$ cat src/rtl/core/radar_target_proximity_alarm_unit_defines.svh
// ----------------------------------------------------------------------------
// Proximity alarm assertion macros
// Concurrent check wrappers; the bodies are empty when SYNTHESIS is defined.
// ----------------------------------------------------------------------------
`ifndef RADAR_TARGET_PROXIMITY_ALARM_UNIT_DEFINES_SVH
`define RADAR_TARGET_PROXIMITY_ALARM_UNIT_DEFINES_SVH

`ifndef SYNTHESIS
// check held off while rst is high
`define RTPA_ASSERT(label, clk, rst, prop, msg) \
   label: assert property (@(posedge clk) disable iff (rst) (prop)) else $error(msg);
// check that also holds through reset
`define RTPA_ASSERT_ALWAYS(label, clk, prop, msg) \
   label: assert property (@(posedge clk) (prop)) else $error(msg);
`else
`define RTPA_ASSERT(label, clk, rst, prop, msg)
`define RTPA_ASSERT_ALWAYS(label, clk, prop, msg)
`endif

`endif

$ cat src/rtl/core/rtpa_pkg.sv
// ----------------------------------------------------------------------------
// Proximity alarm package
// Beat types, request and result codes, thresholds and register map.
// ----------------------------------------------------------------------------
package rtpa_pkg;

   // request types
   localparam logic [1:0] REQ_FRAME   = 2'd0;
   localparam logic [1:0] REQ_TIMEOUT = 2'd1;
   localparam logic [1:0] REQ_TICK    = 2'd2;

   // result kinds
   localparam logic [1:0] KIND_SHOWN   = 2'd0;
   localparam logic [1:0] KIND_CLEARED = 2'd1;
   localparam logic [1:0] KIND_NONE    = 2'd2;

   // zones
   localparam logic [1:0] ZONE_SAFE    = 2'd0;
   localparam logic [1:0] ZONE_WARNING = 2'd1;
   localparam logic [1:0] ZONE_DANGER  = 2'd2;
   localparam logic [1:0] ZONE_ALARM   = 2'd3;

   // grid widths in metres
   localparam logic [3:0] GRID_10 = 4'd10;
   localparam logic [3:0] GRID_8  = 4'd8;
   localparam logic [3:0] GRID_6  = 4'd6;
   localparam logic [3:0] GRID_4  = 4'd4;

   // beep interval codes
   localparam logic [1:0] BEEP_SOLID = 2'd0;
   localparam logic [1:0] BEEP_80    = 2'd1;
   localparam logic [1:0] BEEP_200   = 2'd2;
   localparam logic [1:0] BEEP_400   = 2'd3;

   localparam logic [9:0] INTERVAL_80  = 10'd80;
   localparam logic [9:0] INTERVAL_200 = 10'd200;
   localparam logic [9:0] INTERVAL_400 = 10'd400;
   localparam logic [9:0] BEEP_ON_MS   = 10'd60;
   localparam logic [9:0] CNT_MAX      = 10'd1023;

   // detection frame identifier window
   localparam logic [10:0] ID_LO = 11'h310;
   localparam logic [10:0] ID_HI = 11'h38F;

   // auto zoom range bands, quarter metres
   localparam logic [7:0] BAND_SAFE_Q   = 8'd20;
   localparam logic [7:0] BAND_WARN_Q   = 8'd12;
   localparam logic [7:0] BAND_DANGER_Q = 8'd6;
   localparam logic [7:0] SOLID_Q       = 8'd3;

   localparam int BOX_PX = 30;

   // register map, index = paddr / 4
   localparam int         CSR_ADDR_W   = 5;
   localparam logic [2:0] REG_WARNING  = 3'd0;
   localparam logic [2:0] REG_DANGER   = 3'd1;
   localparam logic [2:0] REG_VEH_W    = 3'd2;
   localparam logic [2:0] REG_MARGIN   = 3'd3;
   localparam logic [2:0] REG_AUTOZOOM = 3'd4;
   localparam logic [2:0] REG_AUDIO    = 3'd5;

   localparam logic [7:0] WARNING_RST  = 8'd50;
   localparam logic [7:0] DANGER_RST   = 8'd20;
   localparam logic [7:0] VEH_W_RST    = 8'd20;
   localparam logic [7:0] MARGIN_RST   = 8'd5;

   typedef struct packed {
      logic [1:0]  req_type;
      logic [10:0] can_id;
      logic [7:0]  range_byte;
      logic [7:0]  angle_byte;
      logic [7:0]  forward_byte;
      logic [7:0]  lateral_byte;
      logic [7:0]  flag_byte;
   } rtpa_req_type;

   typedef struct packed {
      logic [1:0]        result_kind;
      logic [1:0]        zone;
      logic [3:0]        grid_m;
      logic [7:0]        target_x;
      logic [8:0]        target_y;
      logic [7:0]        vehicle_x;
      logic [8:0]        vehicle_width;
      logic              buzzer_level;
      logic [7:0]        range_q;
      logic signed [7:0] angle_deg;
      logic [7:0]        forward_q;
      logic signed [7:0] lateral_q;
   } rtpa_rsp_type;

endpackage

$ cat src/rtl/core/rtpa_req_if.sv
// ----------------------------------------------------------------------------
// Proximity alarm request channel
// Valid/ready channel carrying one radar frame, timeout or tick per beat.
// ----------------------------------------------------------------------------
interface rtpa_req_if;
   logic                  valid;
   logic                  ready;
   rtpa_pkg::rtpa_req_type payload;

   modport source (output valid, output payload, input ready);
   modport sink   (input valid, input payload, output ready);
endinterface

$ cat src/rtl/core/rtpa_rsp_if.sv
// ----------------------------------------------------------------------------
// Proximity alarm result channel
// Valid/ready channel carrying one display and buzzer update per beat.
// ----------------------------------------------------------------------------
interface rtpa_rsp_if;
   logic                  valid;
   logic                  ready;
   rtpa_pkg::rtpa_rsp_type payload;

   modport source (output valid, output payload, input ready);
   modport sink   (input valid, input payload, output ready);
endinterface

$ cat src/rtl/core/radar_target_proximity_alarm_unit.sv
// ----------------------------------------------------------------------------
// Radar target proximity alarm unit
// Decodes radar detections into display zone, grid and pixel placement, and
// runs the buzzer beep timer from millisecond ticks.
// ----------------------------------------------------------------------------
//
//  channel    dir   handshake         beat
//  ---------  ----  ----------------  ------------------------------------
//  req_chan   in    valid/ready       frame, receive timeout or 1 ms tick
//  rsp_chan   out   valid/ready       one result per request beat
//  csr_*      in    APB, pready = 1   six config registers at 4*index
//
//  One request beat per clock sustained while rsp_chan takes results; a
//  request goes through the input register, then a single pass into the
//  result register, whose output is rsp_chan.
//  The input register keeps taking beats while a result waits, so the
//  block only stalls the request side when both registers are full.
//  Reset is synchronous and active high; config returns to defaults,
//  the target is cleared and the buzzer disarmed.
//
`include "radar_target_proximity_alarm_unit_defines.svh"

module radar_target_proximity_alarm_unit #(
   parameter int SCREEN_W = 272,
   parameter int SCREEN_H = 480
) (
   input  logic                              clock,
   input  logic                              reset,
   rtpa_req_if.sink                          req_chan,
   rtpa_rsp_if.source                        rsp_chan,
   input  logic                              csr_psel,
   input  logic                              csr_penable,
   input  logic                              csr_pwrite,
   input  logic [rtpa_pkg::CSR_ADDR_W-1:0]   csr_paddr,
   input  logic [31:0]                       csr_pwdata,
   output logic [31:0]                       csr_prdata,
   output logic                              csr_pready
);

   // ---------------------------------------------------------------------
   // Arithmetic sizing. All pixel numerators are kept unsigned and share
   // one width; the worst case is the larger of the three mappings.
   // ---------------------------------------------------------------------
   localparam int NX_MAX  = SCREEN_W * 255 + 20 * (SCREEN_W + 1);
   localparam int NY_MAX  = 40 * SCREEN_H + 20;
   localparam int NV_MAX  = SCREEN_W * 255 + 50;
   localparam int NXV_MAX = (NX_MAX > NV_MAX) ? NX_MAX : NV_MAX;
   localparam int NUM_MAX = (NXV_MAX > NY_MAX) ? NXV_MAX : NY_MAX;
   localparam int NUM_W   = $clog2(NUM_MAX + 1);
   // every divide by an odd constant sees a numerator shifted right by 2+
   localparam int DIV_W   = NUM_W - 2;
   localparam int PROD_W  = 2 * DIV_W + 1;

   // reciprocals: ceil(2^s / d) with s = DIV_W + ceil(log2 d), exact below 2^DIV_W
   localparam int SH3  = DIV_W + 2;
   localparam int SH5  = DIV_W + 3;
   localparam int SH15 = DIV_W + 4;
   localparam int SH25 = DIV_W + 5;
   localparam logic [DIV_W:0] RCP3  = (DIV_W + 1)'((longint'(1) << SH3) / 3 + 1);
   localparam logic [DIV_W:0] RCP5  = (DIV_W + 1)'((longint'(1) << SH5) / 5 + 1);
   localparam logic [DIV_W:0] RCP15 = (DIV_W + 1)'((longint'(1) << SH15) / 15 + 1);
   localparam logic [DIV_W:0] RCP25 = (DIV_W + 1)'((longint'(1) << SH25) / 25 + 1);

   // x numerator: W*lat + 2g(W+1), lat = lateral_byte - 128
   localparam logic [NUM_W-1:0] X_OFF10 = NUM_W'(20 * (SCREEN_W + 1));
   localparam logic [NUM_W-1:0] X_OFF8  = NUM_W'(16 * (SCREEN_W + 1));
   localparam logic [NUM_W-1:0] X_OFF6  = NUM_W'(12 * (SCREEN_W + 1));
   localparam logic [NUM_W-1:0] X_OFF4  = NUM_W'(8 * (SCREEN_W + 1));
   localparam logic [NUM_W-1:0] X_NEG   = NUM_W'(128 * SCREEN_W);
   // y numerator: 4gH + 2g - W*fwd
   localparam logic [NUM_W-1:0] Y_BASE10 = NUM_W'(40 * SCREEN_H + 20);
   localparam logic [NUM_W-1:0] Y_BASE8  = NUM_W'(32 * SCREEN_H + 16);
   localparam logic [NUM_W-1:0] Y_BASE6  = NUM_W'(24 * SCREEN_H + 12);
   localparam logic [NUM_W-1:0] Y_BASE4  = NUM_W'(16 * SCREEN_H + 8);
   // vehicle numerator: W*veh + 5g
   localparam logic [NUM_W-1:0] V_OFF10 = NUM_W'(50);
   localparam logic [NUM_W-1:0] V_OFF8  = NUM_W'(40);
   localparam logic [NUM_W-1:0] V_OFF6  = NUM_W'(30);
   localparam logic [NUM_W-1:0] V_OFF4  = NUM_W'(20);

   localparam logic [NUM_W-1:0] SCR_W   = NUM_W'(SCREEN_W);
   localparam logic [NUM_W-1:0] SCR_W1  = NUM_W'(SCREEN_W + 1);
   localparam logic [NUM_W-1:0] TX_MAX  = NUM_W'(SCREEN_W - rtpa_pkg::BOX_PX);
   localparam logic [NUM_W-1:0] TY_MAX  = NUM_W'(SCREEN_H - rtpa_pkg::BOX_PX);
   localparam logic [NUM_W-1:0] VW_MIN  = NUM_W'(2);

   function automatic logic [NUM_W-1:0] rcp_div(input logic [DIV_W-1:0] num,
                                                input logic [DIV_W:0]   rcp,
                                                input int               shift);
      logic [PROD_W-1:0] prod;
      prod = PROD_W'(num) * PROD_W'(rcp);
      return NUM_W'(prod >> shift);
   endfunction

   // ---------------------------------------------------------------------
   // Config registers
   // ---------------------------------------------------------------------
   logic [7:0] warning_dm_ff;
   logic [7:0] danger_dm_ff;
   logic [7:0] vehicle_width_dm_ff;
   logic [7:0] side_margin_dm_ff;
   logic       auto_zoom_ff;
   logic       audio_alarm_ff;

   logic       csr_write;
   logic [2:0] csr_index;

   assign csr_pready = 1'b1;
   assign csr_write  = csr_psel & csr_penable & csr_pwrite & csr_pready;
   assign csr_index  = csr_paddr[rtpa_pkg::CSR_ADDR_W-1:2];

   always_ff @(posedge clock) begin
      if (reset) begin
         warning_dm_ff       <= rtpa_pkg::WARNING_RST;
         danger_dm_ff        <= rtpa_pkg::DANGER_RST;
         vehicle_width_dm_ff <= rtpa_pkg::VEH_W_RST;
         side_margin_dm_ff   <= rtpa_pkg::MARGIN_RST;
         auto_zoom_ff        <= 1'b1;
         audio_alarm_ff      <= 1'b1;
      end else if (csr_write) begin
         case (csr_index)
            rtpa_pkg::REG_WARNING:  warning_dm_ff       <= csr_pwdata[7:0];
            rtpa_pkg::REG_DANGER:   danger_dm_ff        <= csr_pwdata[7:0];
            rtpa_pkg::REG_VEH_W:    vehicle_width_dm_ff <= csr_pwdata[7:0];
            rtpa_pkg::REG_MARGIN:   side_margin_dm_ff   <= csr_pwdata[7:0];
            rtpa_pkg::REG_AUTOZOOM: auto_zoom_ff        <= csr_pwdata[0];
            rtpa_pkg::REG_AUDIO:    audio_alarm_ff      <= csr_pwdata[0];
            default: ;
         endcase
      end
   end

   always_comb begin
      case (csr_index)
         rtpa_pkg::REG_WARNING:  csr_prdata = 32'(warning_dm_ff);
         rtpa_pkg::REG_DANGER:   csr_prdata = 32'(danger_dm_ff);
         rtpa_pkg::REG_VEH_W:    csr_prdata = 32'(vehicle_width_dm_ff);
         rtpa_pkg::REG_MARGIN:   csr_prdata = 32'(side_margin_dm_ff);
         rtpa_pkg::REG_AUTOZOOM: csr_prdata = 32'(auto_zoom_ff);
         rtpa_pkg::REG_AUDIO:    csr_prdata = 32'(audio_alarm_ff);
         default:                csr_prdata = 32'd0;
      endcase
   end

   // ---------------------------------------------------------------------
   // Handshake: input register -> single pass -> result register
   // ---------------------------------------------------------------------
   logic                   req_valid_ff;
   logic                   req_valid_in;
   rtpa_pkg::rtpa_req_type req_ff;
   logic                   rsp_valid_ff;
   logic                   rsp_valid_in;
   rtpa_pkg::rtpa_rsp_type rsp_ff;
   rtpa_pkg::rtpa_rsp_type rsp_in;

   logic rsp_free;   // result register can load this edge
   logic fire;       // the held request is processed this edge
   logic req_take;

   assign rsp_free       = ~rsp_valid_ff | rsp_chan.ready;
   assign fire           = req_valid_ff & rsp_free;
   assign req_chan.ready = ~req_valid_ff | rsp_free;
   assign req_take       = req_chan.valid & req_chan.ready;
   assign req_valid_in   = req_take | (req_valid_ff & ~fire);
   assign rsp_valid_in   = fire | (rsp_valid_ff & ~rsp_chan.ready);

   assign rsp_chan.valid   = rsp_valid_ff;
   assign rsp_chan.payload = rsp_ff;

   // ---------------------------------------------------------------------
   // Alarm state
   // ---------------------------------------------------------------------
   logic       target_shown_ff, target_shown_in;
   logic       alarm_armed_ff,  alarm_armed_in;
   logic       buzzer_on_ff,    buzzer_on_in;
   logic [9:0] ms_since_toggle_ff, ms_since_toggle_in;
   logic [1:0] beep_code_ff,    beep_code_in;

   // ---------------------------------------------------------------------
   // Single pass
   // ---------------------------------------------------------------------
   logic             detect;
   logic [7:0]       range_r;
   logic [10:0]      range_x5;
   logic [10:0]      warn_x2;
   logic [10:0]      danger_x2;
   logic [1:0]       zone_det;
   logic [3:0]       grid_det;
   logic [1:0]       zone_sel;
   logic [3:0]       grid_sel;
   logic [7:0]       lat_bits;
   logic [7:0]       lat_abs;
   logic [10:0]      lat_x5;
   logic [10:0]      side_lim;
   logic             arm_now;
   logic [1:0]       beep_det;
   logic             run_buzzer;
   logic [1:0]       kind;
   logic [9:0]       interval_ms;
   logic [NUM_W-1:0] x_off, y_base, v_off;
   logic [NUM_W-1:0] x_raw, y_sub, v_num;
   logic [NUM_W-1:0] x_num, y_num;
   logic [NUM_W-1:0] x_quo, y_quo, v_quo;
   logic [NUM_W-1:0] x_clip, y_clip, v_clip, v_left;

   // detection decode, zone and grid
   always_comb begin
      range_r   = req_ff.range_byte;
      detect    = (req_ff.req_type == rtpa_pkg::REQ_FRAME)
                  && (req_ff.can_id inside {[rtpa_pkg::ID_LO:rtpa_pkg::ID_HI]})
                  && !req_ff.flag_byte[0];
      range_x5  = 11'({range_r, 2'b00}) + 11'(range_r);
      warn_x2   = 11'({warning_dm_ff, 1'b0});
      danger_x2 = 11'({danger_dm_ff, 1'b0});

      if (auto_zoom_ff) begin
         if (range_r > rtpa_pkg::BAND_SAFE_Q) begin
            zone_det = rtpa_pkg::ZONE_SAFE;
            grid_det = rtpa_pkg::GRID_10;
         end else if (range_r > rtpa_pkg::BAND_WARN_Q) begin
            zone_det = rtpa_pkg::ZONE_WARNING;
            grid_det = rtpa_pkg::GRID_8;
         end else if (range_r > rtpa_pkg::BAND_DANGER_Q) begin
            zone_det = rtpa_pkg::ZONE_DANGER;
            grid_det = rtpa_pkg::GRID_6;
         end else begin
            zone_det = rtpa_pkg::ZONE_ALARM;
            grid_det = rtpa_pkg::GRID_4;
         end
      end else begin
         grid_det = rtpa_pkg::GRID_10;
         // manual zones skip danger: inside the danger distance is alarm
         if (range_x5 > warn_x2) begin
            zone_det = rtpa_pkg::ZONE_SAFE;
         end else if (range_x5 > danger_x2) begin
            zone_det = rtpa_pkg::ZONE_WARNING;
         end else begin
            zone_det = rtpa_pkg::ZONE_ALARM;
         end
      end

      zone_sel = detect ? zone_det : rtpa_pkg::ZONE_SAFE;
      grid_sel = detect ? grid_det : rtpa_pkg::GRID_10;

      // lateral offset back to two's complement, then magnitude (128 fits)
      lat_bits = req_ff.lateral_byte ^ 8'h80;
      lat_abs  = lat_bits[7] ? (~lat_bits + 8'd1) : lat_bits;
      lat_x5   = 11'({lat_abs, 2'b00}) + 11'(lat_abs);
      side_lim = 11'(vehicle_width_dm_ff) + 11'({side_margin_dm_ff, 1'b0});
      arm_now  = audio_alarm_ff && (range_x5 < warn_x2) && (lat_x5 < side_lim);

      if (range_r <= rtpa_pkg::SOLID_Q) begin
         beep_det = rtpa_pkg::BEEP_SOLID;
      end else if (zone_det == rtpa_pkg::ZONE_ALARM) begin
         beep_det = rtpa_pkg::BEEP_80;
      end else if (zone_det == rtpa_pkg::ZONE_DANGER) begin
         beep_det = rtpa_pkg::BEEP_200;
      end else begin
         beep_det = rtpa_pkg::BEEP_400;
      end
   end

   // target, arming and beep timer
   always_comb begin
      target_shown_in    = target_shown_ff;
      alarm_armed_in     = alarm_armed_ff;
      beep_code_in       = beep_code_ff;
      ms_since_toggle_in = ms_since_toggle_ff;
      buzzer_on_in       = buzzer_on_ff;
      kind               = rtpa_pkg::KIND_NONE;
      run_buzzer         = 1'b1;

      if (detect) begin
         target_shown_in = 1'b1;
         alarm_armed_in  = arm_now;
         if (arm_now) begin
            beep_code_in = beep_det;
         end
         kind = rtpa_pkg::KIND_SHOWN;
      end else if (req_ff.req_type == rtpa_pkg::REQ_FRAME
                   || req_ff.req_type == rtpa_pkg::REQ_TIMEOUT) begin
         if (target_shown_ff) begin
            target_shown_in = 1'b0;
            alarm_armed_in  = 1'b0;
            kind            = rtpa_pkg::KIND_CLEARED;
         end
      end else if (req_ff.req_type == rtpa_pkg::REQ_TICK) begin
         if (ms_since_toggle_ff != rtpa_pkg::CNT_MAX) begin
            ms_since_toggle_in = ms_since_toggle_ff + 10'd1;
         end
      end else begin
         // unused request code: leave everything alone
         run_buzzer = 1'b0;
      end

      case (beep_code_in)
         rtpa_pkg::BEEP_80:  interval_ms = rtpa_pkg::INTERVAL_80;
         rtpa_pkg::BEEP_200: interval_ms = rtpa_pkg::INTERVAL_200;
         default:            interval_ms = rtpa_pkg::INTERVAL_400;
      endcase

      // forced changes keep the count; timed toggles restart it
      if (run_buzzer) begin
         if (!alarm_armed_in) begin
            buzzer_on_in = 1'b0;
         end else if (beep_code_in == rtpa_pkg::BEEP_SOLID) begin
            buzzer_on_in = 1'b1;
         end else if (buzzer_on_ff) begin
            if (ms_since_toggle_in >= rtpa_pkg::BEEP_ON_MS) begin
               buzzer_on_in       = 1'b0;
               ms_since_toggle_in = 10'd0;
            end
         end else if (ms_since_toggle_in >= interval_ms) begin
            buzzer_on_in       = 1'b1;
            ms_since_toggle_in = 10'd0;
         end
      end
   end

   // pixel mapping: floor(n / 4g) and floor(n / 10g), all half-up rounded
   always_comb begin
      case (grid_sel)
         rtpa_pkg::GRID_8: begin
            x_off  = X_OFF8;
            y_base = Y_BASE8;
            v_off  = V_OFF8;
         end
         rtpa_pkg::GRID_6: begin
            x_off  = X_OFF6;
            y_base = Y_BASE6;
            v_off  = V_OFF6;
         end
         rtpa_pkg::GRID_4: begin
            x_off  = X_OFF4;
            y_base = Y_BASE4;
            v_off  = V_OFF4;
         end
         default: begin
            x_off  = X_OFF10;
            y_base = Y_BASE10;
            v_off  = V_OFF10;
         end
      endcase

      x_raw = SCR_W * NUM_W'(req_ff.lateral_byte) + x_off;
      y_sub = SCR_W * NUM_W'(req_ff.forward_byte);
      v_num = SCR_W * NUM_W'(vehicle_width_dm_ff) + v_off;

      // a negative numerator would clamp to zero anyway
      x_num = (x_raw < X_NEG) ? '0 : (x_raw - X_NEG);
      y_num = (y_base < y_sub) ? '0 : (y_base - y_sub);

      case (grid_sel)
         rtpa_pkg::GRID_8: begin
            x_quo = x_num >> 5;
            y_quo = y_num >> 5;
            v_quo = rcp_div(DIV_W'(v_num >> 4), RCP5, SH5);
         end
         rtpa_pkg::GRID_6: begin
            x_quo = rcp_div(DIV_W'(x_num >> 3), RCP3, SH3);
            y_quo = rcp_div(DIV_W'(y_num >> 3), RCP3, SH3);
            v_quo = rcp_div(DIV_W'(v_num >> 2), RCP15, SH15);
         end
         rtpa_pkg::GRID_4: begin
            x_quo = x_num >> 4;
            y_quo = y_num >> 4;
            v_quo = rcp_div(DIV_W'(v_num >> 3), RCP5, SH5);
         end
         default: begin
            x_quo = rcp_div(DIV_W'(x_num >> 3), RCP5, SH5);
            y_quo = rcp_div(DIV_W'(y_num >> 3), RCP5, SH5);
            v_quo = rcp_div(DIV_W'(v_num >> 2), RCP25, SH25);
         end
      endcase

      x_clip = (x_quo > TX_MAX) ? TX_MAX : x_quo;
      y_clip = (y_quo > TY_MAX) ? TY_MAX : y_quo;
      if (v_quo < VW_MIN) begin
         v_clip = VW_MIN;
      end else if (v_quo > SCR_W) begin
         v_clip = SCR_W;
      end else begin
         v_clip = v_quo;
      end
      v_left = (SCR_W1 - v_clip) >> 1;
   end

   // result beat
   always_comb begin
      rsp_in.result_kind   = kind;
      rsp_in.zone          = zone_sel;
      rsp_in.grid_m        = grid_sel;
      rsp_in.target_x      = detect ? x_clip[7:0] : 8'd0;
      rsp_in.target_y      = detect ? y_clip[8:0] : 9'd0;
      rsp_in.vehicle_x     = v_left[7:0];
      rsp_in.vehicle_width = v_clip[8:0];
      rsp_in.buzzer_level  = buzzer_on_in;
      rsp_in.range_q       = detect ? range_r : 8'd0;
      rsp_in.angle_deg     = detect ? signed'(req_ff.angle_byte ^ 8'h80) : 8'sd0;
      rsp_in.forward_q     = detect ? req_ff.forward_byte : 8'd0;
      rsp_in.lateral_q     = detect ? signed'(lat_bits) : 8'sd0;
   end

   // ---------------------------------------------------------------------
   // Control and state registers
   // ---------------------------------------------------------------------
   always_ff @(posedge clock) begin
      if (reset) begin
         req_valid_ff       <= 1'b0;
         rsp_valid_ff       <= 1'b0;
         target_shown_ff    <= 1'b0;
         alarm_armed_ff     <= 1'b0;
         buzzer_on_ff       <= 1'b0;
         ms_since_toggle_ff <= 10'd0;
         beep_code_ff       <= rtpa_pkg::BEEP_400;
      end else begin
         req_valid_ff <= req_valid_in;
         rsp_valid_ff <= rsp_valid_in;
         if (fire) begin
            target_shown_ff    <= target_shown_in;
            alarm_armed_ff     <= alarm_armed_in;
            buzzer_on_ff       <= buzzer_on_in;
            ms_since_toggle_ff <= ms_since_toggle_in;
            beep_code_ff       <= beep_code_in;
         end
      end
   end

   // payload registers
   always_ff @(posedge clock) begin
      if (req_take) begin
         req_ff <= req_chan.payload;
      end
      if (fire) begin
         rsp_ff <= rsp_in;
      end
   end

   // ---------------------------------------------------------------------
   // Checks
   // ---------------------------------------------------------------------
   `RTPA_ASSERT(a_clear_drops_target, clock, reset, (fire && rsp_in.result_kind == rtpa_pkg::KIND_CLEARED) |=> (!target_shown_ff && !alarm_armed_ff), "cleared beat left target or alarm set")
   `RTPA_ASSERT(a_armed_needs_target, clock, reset, alarm_armed_ff |-> target_shown_ff, "alarm armed with no target shown")
   `RTPA_ASSERT(a_disarmed_is_silent, clock, reset, !alarm_armed_ff |-> !buzzer_on_ff, "buzzer sounding while disarmed")
   `RTPA_ASSERT(a_timer_moves_on_beat, clock, reset, !fire |=> $stable(ms_since_toggle_ff), "beep timer moved without a request beat")

endmodule

$ cat src/flat_wrapper.sv
// flat-port wrapper written by rule: the top's interface ports become plain ports
module radar_target_proximity_alarm_unit_flat 
#(
   parameter int SCREEN_W = 272,
   parameter int SCREEN_H = 480
)
  (clock, reset, csr_psel, csr_penable, csr_pwrite, csr_paddr, csr_pwdata, csr_prdata, csr_pready, req_chan_valid, req_chan_payload, req_chan_ready, rsp_chan_valid, rsp_chan_payload, rsp_chan_ready);
  rtpa_req_if req_chan_i ();
  rtpa_rsp_if rsp_chan_i ();
  input  logic clock;
  input  logic reset;
  input  logic csr_psel;
  input  logic csr_penable;
  input  logic csr_pwrite;
  input  logic [rtpa_pkg::CSR_ADDR_W-1:0] csr_paddr;
  input  logic [31:0] csr_pwdata;
  output logic [31:0] csr_prdata;
  output logic csr_pready;
  input wire logic [$bits(req_chan_i.valid)-1:0] req_chan_valid;
  input wire logic [$bits(req_chan_i.payload)-1:0] req_chan_payload;
  output wire logic [$bits(req_chan_i.ready)-1:0] req_chan_ready;
  output wire logic [$bits(rsp_chan_i.valid)-1:0] rsp_chan_valid;
  output wire logic [$bits(rsp_chan_i.payload)-1:0] rsp_chan_payload;
  input wire logic [$bits(rsp_chan_i.ready)-1:0] rsp_chan_ready;
  assign req_chan_i.valid = req_chan_valid;
  assign req_chan_i.payload = req_chan_payload;
  assign req_chan_ready = req_chan_i.ready;
  assign rsp_chan_valid = rsp_chan_i.valid;
  assign rsp_chan_payload = rsp_chan_i.payload;
  assign rsp_chan_i.ready = rsp_chan_ready;
  radar_target_proximity_alarm_unit #(.SCREEN_W(SCREEN_W), .SCREEN_H(SCREEN_H)) u_core (.clock(clock), .reset(reset), .req_chan(req_chan_i), .rsp_chan(rsp_chan_i), .csr_psel(csr_psel), .csr_penable(csr_penable), .csr_pwrite(csr_pwrite), .csr_paddr(csr_paddr), .csr_pwdata(csr_pwdata), .csr_prdata(csr_prdata), .csr_pready(csr_pready));
endmodule
$ cat config.mk
export PLATFORM = sky130hd
export DESIGN_NAME = radar_target_proximity_alarm_unit_flat
export DESIGN_NICKNAME = d
export VERILOG_FILES = /design/src/rtl/core/rtpa_pkg.sv /design/src/rtl/core/rtpa_req_if.sv /design/src/rtl/core/rtpa_rsp_if.sv /design/src/rtl/core/radar_target_proximity_alarm_unit.sv /design/src/flat_wrapper.sv
export VERILOG_INCLUDE_DIRS = /design/src /design/src/rtl/core
export SDC_FILE = /design/constraint.sdc
export NUM_CORES = 2
export LEC_CHECK = 0
export BUFFER_PORTS_ARGS = -buffer_cell sky130_fd_sc_hd__clkbuf_2
export CAP_MARGIN = 0
export CORE_AREA = 2 2 295 297
export CTS_BUF_LIST = sky130_fd_sc_hd__clkbuf_4
export DETAILED_ROUTE_END_ITERATION = 7
export DIE_AREA = 0 0 297 299
export GPL_ROUTABILITY_DRIVEN = 1
export PLACE_DENSITY_LB_ADDON = 0.25
export SYNTH_ARGS = -nofsm -noshare
export SYNTH_HDL_FRONTEND = slang
export SYNTH_SLANG_ARGS = --single-unit
$ cat constraint.sdc
create_clock -name clock -period 18.47 [get_ports clock]
set_input_delay 0.9235 -clock clock [delete_from_list [all_inputs] [get_ports clock]]
set_output_delay 0.9235 -clock clock [all_outputs]
set_load 0.01 [all_outputs]
==> impl_metrics.tcl <==
set metrics [dict create \
    finalSetupTns_ps 0 \
    r2r_start "u_core.req_ff[52]" \
    ctsRootBufferMaster "clkbuf_4" \
    register_area_mm2 0.00447 \
    firstDrtPassIters 5 \
    crit_top_cell "inv_1" \
    synthDistinctLibCells 117 \
    syn2layout_area_growth_pct 6.59 \
    arrival_ps 14660 \
    place_congestion 0.894 \
    synth_area_leaders "ha_1 27%, fa_1 21%, edfxtp_1 9.7%, inv_1 7.7%, dfxtp_1 2.9%" \
    die-area_mm2 0.0888 \
    slew_headroom_pct 23.8 \
    synth_warnings 0 \
    cts-resized-gates 0 \
    timing.final.crit_share_pct 76.5 \
    worstSetupPathType "register to register" \
    avgSynthCellArea_um2 9.44 \
    nFillCells 8462 \
    antenna_found_initial 2 \
    dp_hpwl_um 78800 \
    grt_pass1_vias 27442 \
    groute.usage.overall_pct 21.3 \
    mostFrequentLayoutCells "769 x ha_1, 729 x inv_1, 382 x fa_1" \
    clock_sinks 166 \
    worst_slew_pin_slew_ps 1140 \
    nets 5155 \
    clkSlewWorstSetupHoldPaths_ps 190 \
    dpl_cell_area_mm2 0.0377 \
    synth-edff-count 115 \
    post-place-cells 5042 \
    vias_per_cell 5.29 \
    grt.overflow.total 0 \
    num_rows 108 \
    critPathLaunch "u_core.req_ff[52]" \
    hold_buffers 0 \
    hold_viol_final 0 \
    netlist_instances 3775 \
    grt_start_max_net_pins 53 \
    cts-htree-levels 4 \
    clock_latency_ps 770 \
    synth_top_area_cell "ha_1" \
    final_common_cell "ha_1" \
    synth-seq-cells 166 \
    drv_cap 0 \
    fmax_mhz 70.8 \
    min_period_ps 14130 \
    cts_tree "built" \
    wl_per_cell_um 18.2 \
    synth_area_mm2 0.0356 \
    ff2ff_setup_slack_ps 4340 \
    drive_above_1_share_pct 7.48 \
    multiInputGateArea_mm2 0.0281 \
    finalClockSkew_ps 44.2 \
    worstPathRequired_ps 19010 \
    start_util_pct 41.5 \
    min-delay-start "req_chan_payload[52]" \
    cp-end-kind "register" \
    dieWidth_um 297 \
    postCtsSetupBuffers 0 \
    die_h_um 299 \
    synthFlopType "edfxtp_1" \
    clockBufferDepth 2 \
    critPathMaxStageDelay_ps 720 \
    core_area_mm2 0.0859 \
    critPathMaxFanout 24 \
    slew_violations 0 \
    setup_violations 0 \
    cts_buffers 17 \
    route.detailed.drc 0 \
    synth_top_cell_area_share_pct 27.0 \
    port_buffers 143 \
    layout.cells.non_filler 5080 \
    seq_area_frac_synth_pct 12.6 \
    hold_path_class "input port to register" \
    grt_pass1_wl_um 150000 \
    io_pins 207 \
    antenna_left 0 \
    rsz0062_at_grt "no" \
    first_iter_violations 1413 \
    startpoint_type "register" \
    synth-async-reset-ratio_pct 0 \
    drt-total-wl_um 92400 \
    design_area_mm2 0.0380 \
    slowest_stage "a211oi_1" \
    num_vias 26892 \
    status "completed" \
]
-- sequential cells by signal, summed over array words and instances (netlist names) --
| signal | count |
|---|---|
| u_core.range_r | 8 |
| u_core.ms_since_toggle_ff | 10 |
| u_core.vehicle_width_dm_ff | 8 |
| u_core.warning_dm_ff | 8 |
| u_core.buzzer_on_ff | 1 |
| u_core.req_ff | 27 |
| u_core.auto_zoom_ff | 1 |
| u_core.lat_bits | 7 |
| u_core.beep_code_ff | 2 |
| u_core.danger_dm_ff | 8 |
| u_core.side_margin_dm_ff | 8 |
| u_core.target_shown_ff | 1 |
| u_core.rsp_chan.valid | 1 |
| u_core.rsp_chan.payload | 73 |
| u_core.audio_alarm_ff | 1 |
| u_core.req_valid_ff | 1 |
| u_core.alarm_armed_ff | 1 |
-- logic make-up (layout without fill, tap and decap cells) --
family                   count (synthesis)  in the layout  synth area share (%)
XOR/XNOR                               135            135                  3.36
adder cells (fa/ha/maj)               1152           1152                  48.5
flip-flops                             166            166                  12.6
buffers and inverters                  823            935                  9.16
AND/OR/NAND/NOR                        745            745                  10.9
multiplexers                            48             48                  1.62
other                                    2             40                0.0211
AO/OA/AOI/OAI                          704            704                  13.9
-- stage by stage --
step | setup WS [ps] | hold slack [ps] | utilization (%)
5_1_grt | 3470 | 252 | 44.2
2_1_floorplan | 6280 | 436 | -
3_5_place_dp | 4540 | 453 | 43.8
6_report | 4340 | 321 | 44.2
3_3_place_gp | 4660 | 443 | 43.8
4_1_cts | 4460 | 263 | 44.2
-- worst paths after layout --
| check | endpoint | depth (start not counted) |
|---|---|---|
| worst max register to register | u_core.rsp_chan.payload[60] | 45 |
| worst min-delay path | u_core.req_ff[52] | 1 |
| worst min register to register | u_core.beep_code_ff[0] | 1 |
| worst max-delay path | u_core.rsp_chan.payload[60] | 45 |
-- synthesized netlist by cell type (32+ instances only) --
cell and instances:
mux2i_1 33, and2_1 55, xor2_1 53, inv_1 730, nor2b_1 40, o21a_1 32
nand2_1 174, nand3_1 76, a21oi_1 170, ha_1 770, nand4_1 32, fa_1 382
nor3_1 48, dfxtp_1 51, edfxtp_1 115, o21ai_0 102, xnor2_1 80, a21o_1 87
clkbuf_1 51, a31oi_1 35, nor2_1 155
-- worst max-delay path, delay by kind of cell (launching register included) --
family,cells,cell delay (ps)
xor+xnor,3,670
fa+ha+maj,10,4050
compound gates,12,4070
simple gates,11,2940
flops,1,540
buf+inv,9,1590
-- final cells by class --
type | count | share of cell area, %
diodes | 6 | 0.0395
clock buffers | 17 | 0.336
clock inverters | 15 | 0.501
inverters | 732 | 7.24
multi-input cells | 2818 | 73.9
flip-flops and latches | 166 | 11.8
well taps | 1155 | 3.80
repair buffers | 171 | 2.44
-- metal layers --
layer	up-vias	wire, µm	GRT usage [%]
li1	13201	-	-
met1	13112	43600	29.6
met2	496	43700	35.8
met3	83	3350	2.13
met4	0	1740	4.73
met5	-	0	0
Power is not shown: default switching activity piles up to over one toggle a cycle in this logic, so the estimate is an artifact.
